`config.mk`:
```
export PLATFORM = sky130hd
export DESIGN_NAME = decimal_rgb_triplet_parser_unit
export DESIGN_NICKNAME = d
export VERILOG_FILES = /design/src/rtl/rgbp_pkg.sv /design/src/rtl/rgbp_in_stage.sv /design/src/rtl/rgbp_parse_core.sv /design/src/rtl/decimal_rgb_triplet_parser_unit.sv
export SDC_FILE = /design/constraint.sdc
export NUM_CORES = 1
export LEC_CHECK = 0
export BUFFER_PORTS_ARGS = -buffer_cell sky130_fd_sc_hd__buf_2
export CAP_MARGIN = 0
export CORE_ASPECT_RATIO = 1.25
export CORE_MARGIN = 2
export CORE_UTILIZATION = 40
export DETAILED_ROUTE_END_ITERATION = 12
export PLACE_DENSITY = 0.6
export SLEW_MARGIN = 25
export SYNTH_ARGS = -nofsm -noshare
export SYNTH_HDL_FRONTEND = slang
export SYNTH_SLANG_ARGS = --single-unit
```
`constraint.sdc`:
```
create_clock -name clk -period 4 [get_ports clk]
set_input_delay 0.8 -clock clk [delete_from_list [all_inputs] [get_ports clk]]
set_output_delay 0.8 -clock clk [all_outputs]
set_load 0.01 [all_outputs]
```
`src/rtl/rgbp_pkg.sv`:
```
// rgbp_pkg: shared types, character codes, parser phase and status codes
// for the decimal rgb triplet parser; depends on nothing else
`timescale 1ns / 1ps

package rgbp_pkg;

    // character codes
    localparam logic [7:0] CHAR_COMMA = 8'h2C;
    localparam logic [7:0] CHAR_SPACE = 8'h20;
    localparam logic [7:0] CHAR_TAB   = 8'h09;
    localparam logic [7:0] CHAR_CR    = 8'h0D;
    localparam logic [7:0] CHAR_ZERO  = 8'h30;
    localparam logic [7:0] CHAR_NINE  = 8'h39;

    // value limit and field count
    localparam logic [11:0] MAX_VALUE   = 12'd255;
    localparam logic [2:0]  FIELD_COUNT = 3'd3;

    // per-field character phase
    localparam logic [1:0] PH_LEAD   = 2'd0;
    localparam logic [1:0] PH_DIGITS = 2'd1;
    localparam logic [1:0] PH_TRAIL  = 2'd2;

    // first bad field codes
    localparam logic [1:0] BAD_NONE  = 2'd0;
    localparam logic [1:0] BAD_RED   = 2'd1;
    localparam logic [1:0] BAD_GREEN = 2'd2;
    localparam logic [1:0] BAD_BLUE  = 2'd3;

    // result status codes
    localparam logic [2:0] STATUS_OK        = 3'd0;
    localparam logic [2:0] STATUS_COUNT     = 3'd1;
    localparam logic [2:0] STATUS_BAD_RED   = 3'd2;
    localparam logic [2:0] STATUS_BAD_GREEN = 3'd3;
    localparam logic [2:0] STATUS_BAD_BLUE  = 3'd4;

    // one input word as held in the input register
    typedef struct packed {
        logic       last;
        logic [7:0] ch;
    } word_t;

    // one result word
    typedef struct packed {
        logic [2:0] status;
        logic [7:0] blue;
        logic [7:0] green;
        logic [7:0] red;
    } result_t;

    function automatic logic is_blank(input logic [7:0] c);
        is_blank = (c == CHAR_SPACE) || ((c >= CHAR_TAB) && (c <= CHAR_CR));
    endfunction

    function automatic logic is_digit(input logic [7:0] c);
        is_digit = (c >= CHAR_ZERO) && (c <= CHAR_NINE);
    endfunction

endpackage

```
`src/rtl/rgbp_in_stage.sv`:
```
// rgbp_in_stage: input register for incoming character words
// depends on rgbp_pkg
`timescale 1ns / 1ps

module rgbp_in_stage (
    input  logic                 clk,
    input  logic                 rst_n,
    input  logic                 s_axis_tvalid,
    output logic                 s_axis_tready,
    input  logic [7:0]           s_axis_tdata,   // [7:0] ch
    input  logic                 s_axis_tlast,   // end_of_text
    output logic                 word_valid,
    output rgbp_pkg::word_t      word,
    input  logic                 word_take
);
    import rgbp_pkg::*;

    logic  valid_reg;
    logic  valid_next;
    word_t word_reg;

    // free when empty or when the held word moves on this cycle
    assign s_axis_tready = !valid_reg || word_take;

    always_comb
    begin
        valid_next = valid_reg;
        if (s_axis_tvalid && s_axis_tready)
        begin
            valid_next = 1'b1;
        end
        else if (word_take)
        begin
            valid_next = 1'b0;
        end
    end

    always_ff @(posedge clk or negedge rst_n)
    begin
        if (!rst_n)
        begin
            valid_reg <= 1'b0;
        end
        else
        begin
            valid_reg <= valid_next;
        end
    end

    // payload capture
    always_ff @(posedge clk)
    begin
        if (s_axis_tvalid && s_axis_tready)
        begin
            word_reg.ch   <= s_axis_tdata;
            word_reg.last <= s_axis_tlast;
        end
    end

    assign word_valid = valid_reg;
    assign word       = word_reg;

endmodule

```
`src/rtl/rgbp_parse_core.sv`:
```
// rgbp_parse_core: per-character field parser state and result builder
// depends on rgbp_pkg
`timescale 1ns / 1ps

module rgbp_parse_core (
    input  logic                 clk,
    input  logic                 rst_n,
    input  logic                 word_valid,
    input  rgbp_pkg::word_t      word,
    input  logic                 out_free,
    output logic                 word_take,
    output logic                 res_load,
    output rgbp_pkg::result_t    res
);
    import rgbp_pkg::*;

    logic [2:0] fields_seen_reg, fields_seen_next;
    logic       field_open_reg,  field_open_next;
    logic [1:0] phase_reg,       phase_next;
    logic [7:0] acc_reg,         acc_next;
    logic       field_bad_reg,   field_bad_next;
    logic [1:0] first_bad_reg,   first_bad_next;
    logic [7:0] red_reg,         red_next;
    logic [7:0] green_reg,       green_next;
    logic [7:0] blue_reg,        blue_next;
    logic [11:0] scaled;
    logic [2:0]  status;

    // a character word always moves; an end word waits for a free output slot
    assign word_take = word_valid && (!word.last || out_free);
    assign res_load  = word_take && word.last;

    // running value times ten plus the new digit
    assign scaled = ({4'b0, acc_reg} << 3) + ({4'b0, acc_reg} << 1) + {8'b0, word.ch[3:0]};

    always_comb
    begin
        fields_seen_next = fields_seen_reg;
        field_open_next  = field_open_reg;
        phase_next       = phase_reg;
        acc_next         = acc_reg;
        field_bad_next   = field_bad_reg;
        first_bad_next   = first_bad_reg;
        red_next         = red_reg;
        green_next       = green_reg;
        blue_next        = blue_reg;
        status           = STATUS_OK;
        res              = '0;

        if (word_take)
        begin
            if (word.last || (word.ch == CHAR_COMMA))
            begin
                // close the open field
                if (field_open_reg)
                begin
                    field_open_next = 1'b0;
                    if ((fields_seen_reg != 3'd0) && (fields_seen_reg <= FIELD_COUNT))
                    begin
                        if (field_bad_reg || (phase_reg == PH_LEAD))
                        begin
                            if (first_bad_reg == BAD_NONE)
                            begin
                                first_bad_next = fields_seen_reg[1:0];
                            end
                        end
                        else
                        begin
                            case (fields_seen_reg)
                                3'd1:    red_next   = acc_reg;
                                3'd2:    green_next = acc_reg;
                                default: blue_next  = acc_reg;
                            endcase
                        end
                    end
                end
            end
            else
            begin
                // open a new field on its first character
                if (!field_open_reg)
                begin
                    field_open_next = 1'b1;
                    phase_next      = PH_LEAD;
                    acc_next        = 8'd0;
                    field_bad_next  = 1'b0;
                    if (fields_seen_reg <= FIELD_COUNT)
                    begin
                        fields_seen_next = fields_seen_reg + 3'd1;
                    end
                end

                // character handling by phase
                if (!field_bad_next)
                begin
                    case (phase_next)
                        PH_LEAD:
                        begin
                            if (is_digit(word.ch))
                            begin
                                acc_next   = {4'b0, word.ch[3:0]};
                                phase_next = PH_DIGITS;
                            end
                            else if (!is_blank(word.ch))
                            begin
                                field_bad_next = 1'b1;
                            end
                        end
                        PH_DIGITS:
                        begin
                            if (is_digit(word.ch))
                            begin
                                if (scaled > MAX_VALUE)
                                begin
                                    field_bad_next = 1'b1;
                                end
                                else
                                begin
                                    acc_next = scaled[7:0];
                                end
                            end
                            else if (is_blank(word.ch))
                            begin
                                phase_next = PH_TRAIL;
                            end
                            else
                            begin
                                field_bad_next = 1'b1;
                            end
                        end
                        default:
                        begin
                            if (!is_blank(word.ch))
                            begin
                                field_bad_next = 1'b1;
                            end
                        end
                    endcase
                end
            end

            // end of line: build the result and clear for the next line
            if (word.last)
            begin
                if (fields_seen_next != FIELD_COUNT)
                begin
                    status = STATUS_COUNT;
                end
                else
                begin
                    case (first_bad_next)
                        BAD_NONE:  status = STATUS_OK;
                        BAD_RED:   status = STATUS_BAD_RED;
                        BAD_GREEN: status = STATUS_BAD_GREEN;
                        default:   status = STATUS_BAD_BLUE;
                    endcase
                end
                res.status = status;
                if (status == STATUS_OK)
                begin
                    res.red   = red_next;
                    res.green = green_next;
                    res.blue  = blue_next;
                end
                fields_seen_next = 3'd0;
                field_open_next  = 1'b0;
                phase_next       = PH_LEAD;
                acc_next         = 8'd0;
                field_bad_next   = 1'b0;
                first_bad_next   = BAD_NONE;
                red_next         = 8'd0;
                green_next       = 8'd0;
                blue_next        = 8'd0;
            end
        end
    end

    always_ff @(posedge clk or negedge rst_n)
    begin
        if (!rst_n)
        begin
            fields_seen_reg <= 3'd0;
            field_open_reg  <= 1'b0;
            phase_reg       <= PH_LEAD;
            acc_reg         <= 8'd0;
            field_bad_reg   <= 1'b0;
            first_bad_reg   <= BAD_NONE;
            red_reg         <= 8'd0;
            green_reg       <= 8'd0;
            blue_reg        <= 8'd0;
        end
        else
        begin
            fields_seen_reg <= fields_seen_next;
            field_open_reg  <= field_open_next;
            phase_reg       <= phase_next;
            acc_reg         <= acc_next;
            field_bad_reg   <= field_bad_next;
            first_bad_reg   <= first_bad_next;
            red_reg         <= red_next;
            green_reg       <= green_next;
            blue_reg        <= blue_next;
        end
    end

endmodule

```
`src/rtl/decimal_rgb_triplet_parser_unit.sv`:
```
// An end-of-text word passes the input register, and its result is loaded into the
// output register; the end word waits while an earlier result is still held there.
// Throughput: one word per cycle; the input register and the parser state update
// in one pass, and only an end word waits while the output register is held.
// Reset (rst_n low, asynchronous): input and output registers empty, parser state
// cleared to an empty line. Depends on rgbp_pkg, rgbp_in_stage, rgbp_parse_core.
`timescale 1ns / 1ps

module decimal_rgb_triplet_parser_unit (
    input  logic        clk,
    input  logic        rst_n,
    input  logic        s_axis_tvalid,
    output logic        s_axis_tready,
    input  logic [7:0]  s_axis_tdata,   // [7:0] ch
    input  logic        s_axis_tlast,   // end_of_text
    output logic        m_axis_tvalid,
    input  logic        m_axis_tready,
    output logic [31:0] m_axis_tdata    // [7:0] red, [15:8] green, [23:16] blue,
                                        // [26:24] status, [31:27] zero
);
    import rgbp_pkg::*;

    logic    word_valid;
    word_t   word;
    logic    word_take;
    logic    res_load;
    result_t res;
    logic    out_free;
    logic    out_valid_reg;
    logic    out_valid_next;
    result_t out_data_reg;

    rgbp_in_stage u_in_stage (
        .clk           (clk),
        .rst_n         (rst_n),
        .s_axis_tvalid (s_axis_tvalid),
        .s_axis_tready (s_axis_tready),
        .s_axis_tdata  (s_axis_tdata),
        .s_axis_tlast  (s_axis_tlast),
        .word_valid    (word_valid),
        .word          (word),
        .word_take     (word_take)
    );

    rgbp_parse_core u_parse_core (
        .clk        (clk),
        .rst_n      (rst_n),
        .word_valid (word_valid),
        .word       (word),
        .out_free   (out_free),
        .word_take  (word_take),
        .res_load   (res_load),
        .res        (res)
    );

    // output register
    assign out_free = !out_valid_reg || m_axis_tready;

    always_comb
    begin
        out_valid_next = out_valid_reg;
        if (res_load)
        begin
            out_valid_next = 1'b1;
        end
        else if (m_axis_tready)
        begin
            out_valid_next = 1'b0;
        end
    end

    always_ff @(posedge clk or negedge rst_n)
    begin
        if (!rst_n)
        begin
            out_valid_reg <= 1'b0;
        end
        else
        begin
            out_valid_reg <= out_valid_next;
        end
    end

    always_ff @(posedge clk)
    begin
        if (res_load)
        begin
            out_data_reg <= res;
        end
    end

    assign m_axis_tvalid = out_valid_reg;
    assign m_axis_tdata  = {5'b0, out_data_reg};

    // an end word taken by the parser shows up as a result next cycle
    a_end_gives_result: assert property (@(posedge clk) disable iff (!rst_n)
        res_load |=> out_valid_reg)
        else $error("end word did not produce a result");

    // an end word never overwrites a result still waiting downstream
    a_no_overwrite: assert property (@(posedge clk) disable iff (!rst_n)
        (out_valid_reg && !m_axis_tready) |-> !res_load)
        else $error("result overwritten while stalled");

    // status stays within the defined codes
    a_status_range: assert property (@(posedge clk) disable iff (!rst_n)
        out_valid_reg |-> (out_data_reg.status <= STATUS_BAD_BLUE))
        else $error("status code out of range");

    // colors are zero on any error status
    a_zero_on_error: assert property (@(posedge clk) disable iff (!rst_n)
        (out_valid_reg && (out_data_reg.status != STATUS_OK)) |->
        ((out_data_reg.red == 8'd0) && (out_data_reg.green == 8'd0)
         && (out_data_reg.blue == 8'd0)))
        else $error("nonzero color with error status");

    // an empty input register always takes a word
    a_empty_ready: assert property (@(posedge clk) disable iff (!rst_n)
        !word_valid |-> s_axis_tready)
        else $error("input stalled while empty");

endmodule

```
[Yosys cells after proc, flatten, opt, wreduce, memory -nomap -nowiden]
Index checks and enable logic that the tools add are counted.
Operators by class
  $add $sub $neg: 3
  multiply operators: 0
  div/mod/pow operators: 0
  $lt $le $gt $ge: 6
  equality and inequality tests: 9
  shift operators: 0
  muxes and demuxes: 69
  bitwise operators: 0
  reductions and logical operators: 27
Operators with widths (count)
  $mux W8: 25
  $mux W2: 16
  $mux W3: 8
  $eq A8 B6 Y1 const B: 2
  $mux W1: 16
  $pmux W8 S2: 1
  $add A11 B9 Y12: 1
  $add A12 B4 Y12: 1
  $gt A12 B8 Y1 const B: 1
  $pmux W3 S3: 1
  $ge A8 B4 Y1 const B: 1
  $ge A8 B6 Y1 const B: 1
  $le A8 B4 Y1 const B: 1
  $le A8 B6 Y1 const B: 1
  $logic_not A2 Y1: 4
  $logic_and A1 B1 Y1: 6
  $logic_or A1 B1 Y1: 6
  $eq A2 B1 Y1 const B: 2
  $pmux W2 S2: 1
  $reduce_and A2 Y1: 2
  $reduce_bool A2 Y1: 2
  $add A3 B1 Y3 const B: 1
  $eq A3 B1 Y1 const B: 1
  $eq A3 B2 Y1 const B: 1
  other kinds (10): 12
Storage, ports and cells
  flip-flop bits (word level): 79
  bits in latches: 0
  RAM bits: 0
  memory bits (read-only): 0
  memories kept: 0

[Logic depth before layout (Yosys ltp)]
Gate-level depths: netlist of run 1.
  depth after elaboration: 14
  depth in mapped cells: 12
  gate-level depth less buffers: 10

[Cells and area by module]
From an unflattened synthesis of run 1, not the netlist that was laid out.
Unflattened totals
  cell total of the unflattened synthesis: 469
  area, all modules: 4518.1 µm²
Modules (own cells, without submodules)
  rgbp_parse_core: times used 1, cells an instance 420, area an instance 3294.4 µm²
  decimal_rgb_triplet_parser_unit: times used 1, cells an instance 36, area an instance 899.6 µm²
  rgbp_in_stage: times used 1, cells an instance 13, area an instance 324.1 µm²

[Worst setup path before layout of run 1]
No wires, ideal clock.
  path type: flip-flop to flip-flop
  from: reg u_in_stage.word_reg (netlist bit u_in_stage.word[3])
  to: reg u_parse_core.acc_reg[4]
  library setup time: 0.122 ns
  arrival time: 3.325 ns
  data required time: 3.878 ns
  path slack: 0.553 ns
  cell stages (with the launch flop): 10
  clock period less this slack: 3.447 ns
  path through: edfxtp_1 fa_1 ha_1 a211oi_1 o21bai_1 a21oi_1 mux2_2 a2111oi_4 o21ai_0 a32o_1
Between the ends
  longest elaborated chain between the ends: 8
  elaborated cells between the ends (all ways): 16
Ends and longest elaborated chain
  from (decl): line rgbp_in_stage.sv:20  | word_t word_reg;
  $add A12 B4 Y12: line rgbp_parse_core.sv:34  | assign scaled = ({4'b0, acc_reg} << 3) + ({4'b0, acc_reg} << 1) + {8'b0, word.ch[3:0]};
  $gt A12 B8 Y1: line rgbp_parse_core.sv:113  | if (scaled > MAX_VALUE)
  $mux W8: line rgbp_parse_core.sv:113
  $mux W8: line rgbp_parse_core.sv:111  | if (is_digit(word.ch))
  $pmux W8 S2: line rgbp_parse_core.sv:96  | case (phase_next)
  $mux W8: line rgbp_parse_core.sv:94  | if (!field_bad_next)
  $mux W8: line rgbp_parse_core.sv:52  | if (word.last || (word.ch == CHAR_COMMA))
  $mux W8: line rgbp_parse_core.sv:143  | if (word.last)
  to (signal assigned): line rgbp_parse_core.sv:197  | acc_reg <= acc_next;
  to (decl): line rgbp_parse_core.sv:20  | logic [7:0] acc_reg, acc_next;
Parallel ways exist; a longest one is shown, timed or not. The select of a mux whose other input is x is not followed.
A chain may end at the register's enable or synchronous reset.

[Worst setup path after layout of run 1]
  from: reg u_parse_core.acc_reg[0]
  to: reg u_parse_core.acc_reg[5]
Between the ends
  longest elaborated chain between the ends: 9
Ends and longest elaborated chain (line)
  $add A11 B9 Y12 *: rgbp_parse_core.sv:34
  $add A12 B4 Y12 *: rgbp_parse_core.sv:34
  $gt A12 B8 Y1: rgbp_parse_core.sv:113
  $mux W8 *: rgbp_parse_core.sv:113
  $mux W8 *: rgbp_parse_core.sv:111
  $pmux W8 S2 *: rgbp_parse_core.sv:96
  $mux W8 *: rgbp_parse_core.sv:94
  $mux W8 *: rgbp_parse_core.sv:52
  $mux W8 *: rgbp_parse_core.sv:143
Mark *: on every way between the ends. The rest lies on a longest branch, timed or not. The select of a mux whose other input is x is not followed.

==> metrics.txt, run 1 <==
first-pass GRT wire length ~16 mm; Area Growth Syn to Fin 13.3%; remaining global-route overflow 0; CP Launch Type register; Post-synth top flop dfrtp_1; DRT Pass-1 Iters 4; Detail Route Antenna Nets 0; worst hold margin roughly 450 ps; cells after synthesis 404; post-synthesis simple-gate area fraction between 10% and 20%; multiplexer share of the synthesized area 3.44%; PortBufs 41; Initial Util a little over 40%; crit path max fanout 11; row count 42; Fill cells 999; critical path endpoint category register; CP Class register to register; Final Critical Period roughly 3500 ps; CTS clk-pin slew, worst paths ~60 ps; main combinational cell family by area after synthesis compound AO/OA/AOI/OAI gates; Req. time, crit path between 4000 and 5000 ps; worst hold path type primary input to async pin; cell area after layout about 0.005 mm²; CTS H-tree depth 3; Core ar. 0.0107 mm²; unique cell type count in the Yosys netlist 58; initial antenna violation count 0; WL final between 9 and 10 mm; Synth async-reset ratio 54.4%; Synth Register Bits 79; die area 0.0119 mm²; CTS Hold Bufs 0; post-place instance area 0.00467 mm²; ANT cells 0; Synthesis Warnings 0; Post-CTS Setup Bufs 0; max-slew violations 0; pin count of the biggest net entering global routing 44; vias in the first global route ~3,300; max reg flops 27; share of cells above drive strength 1 20.2%; DR vias/cell between 5 and 6; most common cell after layout, fill and taps aside dfrtp_1; # IOs 47; post-synthesis adder-cell area fraction 6.89%; setup violators final 0; Syn Area/Cell 10.9 µm²; Final Skew 4.74 ps; die height 121 µm; Arr. time, crit path 3770 ps; dpl hpwl 6.78 mm; compound-cell area share of the yosys netlist 19.7%; Final Hold Vio Count 0; Leak about 2 nW; most frequent cells in the layout dfrtp_1, buf_2, edfxtp_1; Slew headroom 55.2%; GRT Total Usage 17.2%; DRT iter0 DRCs 139; max frequency ~0.28 GHz; Layout Nets around 470; drt drc 0; maxcap violations 0; Clock Sink Count 79; Resize count post-CTS 0; RSZ-0062 raised after global routing false; power density over cell area 399 mW/mm²; synthesized cell area 0.00440 mm²; status complete, no violations; part of the cycle the worst path needs 88.6%; DR WL/cell 16.8 µm; CTS root buf clkbuf_16; register area share after synthesis about half; TNS Setup 0 ps; via count 3,266; CTS Buf Count 9; Max rail drop VDD 0.197 mV; xor/xnor cell area share of the yosys netlist less than 1%; CTS tree done; clock buffer depth 2; Post-synth EDFFs 36; Worst Tran Pin Value about 660 ps; width of the die 97.8 µm; insertion delay to the later sink of the worst-skew pair 340 ps; routability cong. 0.836
-- worst paths after layout --
path	start	to	slack, ps	cells after the start
setup / recovery	u_parse_core.acc_reg[0]	u_parse_core.acc_reg[5]	450	9
hold / removal	rst_n	u_parse_core.fields_seen_reg[0]	450	1
setup reg to reg	u_parse_core.acc_reg[0]	u_parse_core.acc_reg[5]	450	9
hold reg to reg	u_parse_core.blue_reg[0]	u_parse_core.blue_reg[0]	490	1
max in group asynchronous	rst_n	u_parse_core.red_reg[1]	3160	1
min in group clk	u_parse_core.blue_reg[0]	u_parse_core.blue_reg[0]	490	1
-- Yosys cell counts, types with 2 or more instances --
library cell | number | area (µm²)
dfrtp_1 | 43 | 1080
edfxtp_1 | 36 | 1080
nand2_1 | 35 | 131
nor2_1 | 27 | 101
a32o_1 | 25 | 250
o21ai_0 | 23 | 115
ha_1 | 21 | 263
nand3_1 | 17 | 85.1
a21oi_1 | 16 | 80.1
clkbuf_1 | 14 | 52.6
mux2i_1 | 14 | 140
nor3_1 | 11 | 55.1
a21oi_2 | 10 | 87.6
a21o_1 | 9 | 67.6
inv_1 | 9 | 33.8
o21a_1 | 7 | 52.6
a31oi_1 | 6 | 37.5
and2_1 | 6 | 37.5
buf_4 | 6 | 45.0
nor2b_1 | 5 | 31.3
a31o_2 | 4 | 35.0
buf_1 | 4 | 15.0
nor3b_1 | 4 | 30.0
a211oi_1 | 3 | 22.5
buf_2 | 3 | 15.0
buf_6 | 3 | 33.8
nand2b_1 | 3 | 18.8
xnor2_1 | 3 | 26.3
a22o_1 | 2 | 17.5
fa_1 | 2 | 40.0
nand4b_1 | 2 | 17.5
nor2_2 | 2 | 12.5
nor4b_1 | 2 | 17.5
o211ai_1 | 2 | 15.0
or4_4 | 2 | 22.5
-- final cells by class --
type	count	area (µm²)	area share, %
clock buffer	10	229	4.60
timing repair buffer	47	253	5.07
sequential	79	2160	43.3
clock inverter	6	85.1	1.71
tap	132	165	3.31
multi-input combinational	289	2060	41.3
inverter	10	37.5	0.753
-- metal layers --
metal	track usage, %	vias up	wire length [µm]
met2	30.0	79	4870
met4	7.99	0	200
met5	0	-	0
met3	3.28	14	432
li1	-	1570	-
met1	20.6	1603	4130
-- critical path, cell delays in order, from the launching register on --
cell and delay, ps:
dfrtp_1 590, fa_1 540, ha_1 340, a211oi_1 200, o21bai_1 100, a21oi_1 310, mux2_2 400, a2111oi_4 390
o21ai_0 240, a32o_1 310
-- kinds of logic (layout without fill, tap and decap cells) --
logic type	count (synthesis)	count (layout)
flops	79	79
mux	15	15
fa+ha+maj	23	23
other cells	1	5
simple gates	127	127
buf+inv	40	73
compound gates	115	115
xor+xnor	4	4
-- per-stage QoR --
stage,utilization [%],setup slack (ps),instances,total power [mW]
floorplan,-,553,408,1.07
global placement,43.7,564,557,1.13
detailed placement,43.7,514,557,1.14
CTS,46.7,483,573,2.00
global route,46.7,122,573,2.07
finish,46.7,455,573,1.99
-- where the power goes --
| group | switching, mW | internal (mW) |
|---|---|---|
| sequential | 0.0338 | 0.887 |
| clock | 0.323 | 0.544 |
| combinational | 0.127 | 0.0726 |
| total | 0.484 | 1.50 |
(Power assumes the default switching activity.)
==> run 2, diff against run 1 <==
--- a/config.mk
+++ b/config.mk
@@ -5,9 +5,9 @@
 export SDC_FILE = /design/constraint.sdc
 export NUM_CORES = 1
 export LEC_CHECK = 0
+export ABC_CLOCK_PERIOD_IN_PS = 4000
 export BUFFER_PORTS_ARGS = -buffer_cell sky130_fd_sc_hd__buf_2
 export CAP_MARGIN = 0
-export CORE_ASPECT_RATIO = 1.25
 export CORE_MARGIN = 2
 export CORE_UTILIZATION = 40
 export DETAILED_ROUTE_END_ITERATION = 12
==> constraint.sdc (replaced) <==
create_clock -name clk -period 4 [get_ports clk]
set_input_delay 0.2 -clock clk [delete_from_list [all_inputs] [get_ports clk]]
set_output_delay 0.2 -clock clk [all_outputs]
set_load 0.01 [all_outputs]
==> run 2 against run 1 <==
Compared with the run above: hold slack worse by 430 ps; clock skew grew 6.6 ps; sequential share of layout area up 0.52 points; first-iteration DRC count up 0.72%; die area hardly changed; via count shrank 0.61%.
==> metrics.txt, run 2 (same netlist as run 1, synthesis figures left out) <==
sw frac 26.4%; dpl hpwl ~6.8 mm; placed cells 567; CTS root buf clkbuf_8; initial antenna violation count 0; insertion delay to the later sink of the worst-skew pair between 300 and 400 ps; DR WL/cell 16.3 µm; max reg flops 27; non-filler cells, final approximately 580; Gate power share 11.0%; PortBufs 41; CP Class register to register; DRT iter0 DRCs 140; multi-input logic area between 0.002 and 0.0025 mm²; routability cong. 0.822; Fill cells 1,011; CTS Buf Count 9; critical path endpoint category register; remaining global-route overflow 0; worst hold path type primary input to register; row count 38; # IOs 47; slowest library cell on the worst path dfrtp_1; ANT cells 0; maxcap violations 0; DR vias/cell ~5.6; Leak between 1.5 and 2 nW; CP Launch Type register; max incr delay on CP 580 ps; Final Skew 11.4 ps; CTS H-tree depth 3; Arr. time, crit path 3840 ps; worst hold margin 14.2 ps; Final Hold Vio Count 0; part of the cycle the worst path needs between 80% and 90%; Worst Tran Pin Value around 600 ps; CTS clk-pin slew, worst paths 80 ps; most common cell after layout, fill and taps aside dfrtp_1; DRT Pass-1 Iters 7; WL final 9.50 mm; CP top delay family compound AO/OA/AOI/OAI gates; status complete, no violations; share of cells above drive strength 1 20.5%; max frequency 0.279 GHz; Detail Route Antenna Nets 0; post-place instance area approximately 0.0047 mm²; vias in the first global route 3,176; cell area after layout 0.00492 mm²; pin count of the biggest net entering global routing 44; power density over cell area 362 mW/mm²; die height between 100 and 150 µm; worst path cell trace fa_1 -> ha_1 -> a211oi_1 -> o21bai_1 -> a21oi_1 -> mux2_2 -> a2111oi_4 -> buf_4 -> o21ai_0 -> a32o_1; via count 3,246; clock buffer depth 2; Critical path buffers and inverters 1; Req. time, crit path 4250 ps; TNS Setup 0 ps; Final Critical Period 3590 ps; Slew headroom around three fifths; clock power share 37.3%; drt drc 0; P_sw 0.470 mW; die area 0.0118 mm²; max-slew violations 0; first-pass GRT wire length 16.2 mm; RSZ-0062 raised after global routing false; Layout Nets 475; crit path max fanout 11; setup violators final 0; Seq pwr share 51.7%; FF/Latch Area 0.00216 mm²; Post-CTS Setup Bufs 0; Max rail drop VDD around 0.16 mV; CTS tree done; Initial Util 40.7%; Clock Sink Count a little under 80; GRT Total Usage 17.6%; Core ar. 0.0108 mm²; Area Growth Syn to Fin 12.0%; Int Power 1.31 mW; most frequent cells in the layout dfrtp_1, buf_2, edfxtp_1; width of the die approximately 110 µm
==> run 2: worst register-to-register path: stages (launching register included) <==
cell and delay (ps):
dfrtp_1 580, fa_1 530, ha_1 330, a211oi_1 220, o21bai_1 110, a21oi_1 280
mux2_2 400, a2111oi_4 330, buf_4 220, o21ai_0 170, a32o_1 310
==> run 2: what timing repair did <==
action | in CTS | in global routing
gates resized for setup | 0 | 0
hold buffers | 0 | 1
hold endpoints to repair | 0 | 43
==> run 2: stage by stage <==
stage / setup slack [ps] / power [mW] / utilization (%)
finish: 411 / 1.78 / 45.6
global route: 130 / 1.87 / 45.6
CTS: 405 / 1.80 / 45.5
detailed placement: 421 / 1.14 / 43.5
global placement: 514 / 1.13 / 43.5
floorplan: 553 / 1.07 / -
==> run 2: per-layer routing <==
metal  part of all wire [%]  up-vias  global-route usage, %
met1                     44     1592                   23.7
li1                       -     1571                      -
met3                    4.3        9                   3.23
met2                     50       74                   29.2
met5                      0        -                      0
met4                    1.0        0                   5.13
==> run 2: worst paths after layout <==
path                                                  to                startpoint  slack [ps]  cells after the start
worst max-delay path             u_parse_core.acc_reg[4]   u_parse_core.acc_reg[0]         410                     10
worst min-delay path                  u_in_stage.word[1]           s_axis_tdata[1]          10                      1
worst max register to register   u_parse_core.acc_reg[4]   u_parse_core.acc_reg[0]         410                     10
worst min register to register  u_parse_core.blue_reg[3]  u_parse_core.blue_reg[3]         500                      1
max in group asynchronous          u_in_stage.word_valid                     rst_n        3240                      2
min in group asynchronous        u_parse_core.red_reg[2]                     rst_n         370                      2
==> run 2: final cells by class <==
| class | instances | share of cell area, % |
|---|---|---|
| multi-input cells | 289 | 41.8 |
| clock inverters | 6 | 1.88 |
| clock buffers | 10 | 2.59 |
| well taps | 140 | 3.56 |
| repair buffers | 50 | 5.64 |
| flip-flops and latches | 79 | 43.8 |
| inverters | 10 | 0.762 |
==> run 2: power by group through the flow <==
| stage | combinational [mW] | sequential (mW) | clock, mW |
|---|---|---|---|
| floorplan | 0.139 | 0.931 | 0 |
| global placement | 0.195 | 0.938 | 0 |
| detailed placement | 0.197 | 0.939 | 0 |
| CTS | 0.198 | 0.922 | 0.678 |
| global route | 0.223 | 0.929 | 0.718 |
| finish | 0.196 | 0.923 | 0.666 |
==> run 3, diff against run 2 <==
--- a/config.mk
+++ b/config.mk
@@ -5,13 +5,13 @@
 export SDC_FILE = /design/constraint.sdc
 export NUM_CORES = 1
 export LEC_CHECK = 0
-export ABC_CLOCK_PERIOD_IN_PS = 4000
+export ABC_CLOCK_PERIOD_IN_PS = 2900
 export BUFFER_PORTS_ARGS = -buffer_cell sky130_fd_sc_hd__buf_2
 export CAP_MARGIN = 0
 export CORE_MARGIN = 2
 export CORE_UTILIZATION = 40
 export DETAILED_ROUTE_END_ITERATION = 12
-export PLACE_DENSITY = 0.6
+export PLACE_DENSITY = 0.62
 export SLEW_MARGIN = 25
 export SYNTH_ARGS = -nofsm -noshare
 export SYNTH_HDL_FRONTEND = slang
==> constraint.sdc (replaced) <==
create_clock -name clk -period 2.9 [get_ports clk]
set_input_delay 0.145 -clock clk [delete_from_list [all_inputs] [get_ports clk]]
set_output_delay 0.145 -clock clk [all_outputs]
set_load 0.01 [all_outputs]
==> run 3 against run 2 <==
Compared with the run above: the flow now finishes with violations (setup timing); power rose by 40%; first-iteration DRC count rose by 41%; non-clock buffer count rose by 49.
==> metrics.txt, run 3 (same netlist as run 1, synthesis figures left out) <==
PortBufs 41; die height between 100 and 150 µm; Layout Nets 527; Fill cells 952; remaining global-route overflow 0; cells on worst reg2reg path 10; max-slew violations 0; Initial Util between 40% and 50%; setup violators final 8; Detail Route Antenna Nets 0; DR vias/cell 5.58; row count 38; crit path max fanout 7; vias in the first global route 3,337; CP Class register to register; routability cong. 0.856; CTS clk-pin slew, worst paths around 90 ps; CTS H-tree depth 3; Setup WS post-layout -87.7 ps; width of the die roughly 110 µm; max frequency between 0.3 and 0.4 GHz; failing checks setup timing; initial antenna violation count 0; DRT iter0 DRCs 197; drt drc 0; maxcap violations 0; pin count of the biggest net entering global routing 44; CTS root buf clkbuf_8; ANT cells 0; dpl hpwl roughly 6.9 mm; share of cells above drive strength 1 around a third; clock buffer depth 2; M1 WL 4.68 mm; RSZ-0062 raised after global routing true; Slew headroom between 50% and 60%; Leak approximately 2.3 nW; via count about 3,600; Finished Core Util about half; max reg flops 27; CTS tree done; Final Skew slightly above 7 ps; first-pass GRT wire length 16.2 mm; most frequent cells in the layout buf_4, dfrtp_1, buf_2; Area Growth Syn to Fin 25.1%; part of the cycle the worst path needs 103%; Final Hold Vio Count 0; Final Power 2.49 mW; insertion delay to the later sink of the worst-skew pair approximately 350 ps; Arr. time, crit path 3270 ps; CP Launch Type register; status complete, but fails checks; Final Critical Period 2990 ps; critical path endpoint category register; # IOs 47; met3 wire len about 460 µm; Clock Sink Count 79; WL final approximately 10 mm; worst hold path type primary input to register; met2 wire len 5.14 mm; Core ar. between 0.01 and 0.015 mm²; CTS Buf Count 9; DRT Pass-1 Iters 5; Worst Tran Pin Value 722 ps; Hold Path Stages 2; most common cell after layout, fill and taps aside buf_4; die area 0.0118 mm²; Top Metal Used met4; Req. time, crit path roughly 3200 ps; Max rail drop VDD 0.286 mV; power density over cell area 453 mW/mm²; GRT Total Usage 17.6%; DR WL/cell 16.4 µm; flop2flop setup slack -90 ps
-- run 3: critical path: stages, from the launching register on --
cell	delay, ps
dfrtp_1	420
fa_2	620
ha_4	210
a211oi_2	190
o21bai_1	100
a21oi_2	170
mux2_4	330
a2111oi_4	380
buf_6	190
mux2i_1	190
a21o_1	120
-- run 3: per-stage QoR --
step / instance area [µm²] / std cells / hold slack [ps] / TNS, ps / setup slack (ps)
final: 5500 / 636 / 17.1 / -503 / -87.7
after global routing: 5500 / 636 / 27.0 / -2570 / -264
after CTS: 5300 / 627 / 13.1 / -290 / -75.1
after detailed placement: 4960 / 600 / 323 / -429 / -90.7
after global placement: 4960 / 600 / 322 / -154 / -59.2
after floorplan: 4430 / 408 / -151 / -848 / -192
-- run 3: worst paths after layout --
check,start,endpoint
worst min register to register,u_parse_core.blue_reg[0],u_parse_core.blue_reg[0]
worst max-delay path,u_parse_core.acc_reg[2],u_parse_core.acc_reg[0]
min in group asynchronous,rst_n,u_in_stage.word_valid
max in group asynchronous,rst_n,u_parse_core.blue_reg[6]
worst min-delay path,m_axis_tready,m_axis_tvalid
worst max register to register,u_parse_core.acc_reg[2],u_parse_core.acc_reg[0]
-- run 3: cell type report --
class	instances	area, µm²	area share (%)
Multi-Input combinational cell	292	2240	40.7
Sequential cell	79	2160	39.2
Timing Repair Buffer	99	682	12.4
Tap cell	140	175	3.18
Clock buffer	9	124	2.25
Clock inverter	7	86.3	1.57
Inverter	10	37.5	0.682
-- run 3: what timing repair did --
action / in CTS / in global routing
cloned: 0 / 3
hold endpoints to repair: 31 / 0
resized for setup: 4 / 25
pin swaps: 5 / 14
hold buffers: 11 / 0
endpoints found under the setup margin: 8 / 33
buffers inserted: 0 / 7
-- run 3: where the power goes --
part / switching [mW] / internal [mW] / total [mW]
Combinational: 0.212 / 0.157 / 0.369
Clock: 0.447 / 0.417 / 0.865
Sequential: 0.0371 / 1.22 / 1.26
Total: 0.697 / 1.79 / 2.49
-- run 3: routing by layer --
layer	global-route usage, %	vias up
met5	0	-
met4	5.13	0
met3	3.35	13
met2	29.7	107
met1	23.0	1738
li1	-	1692
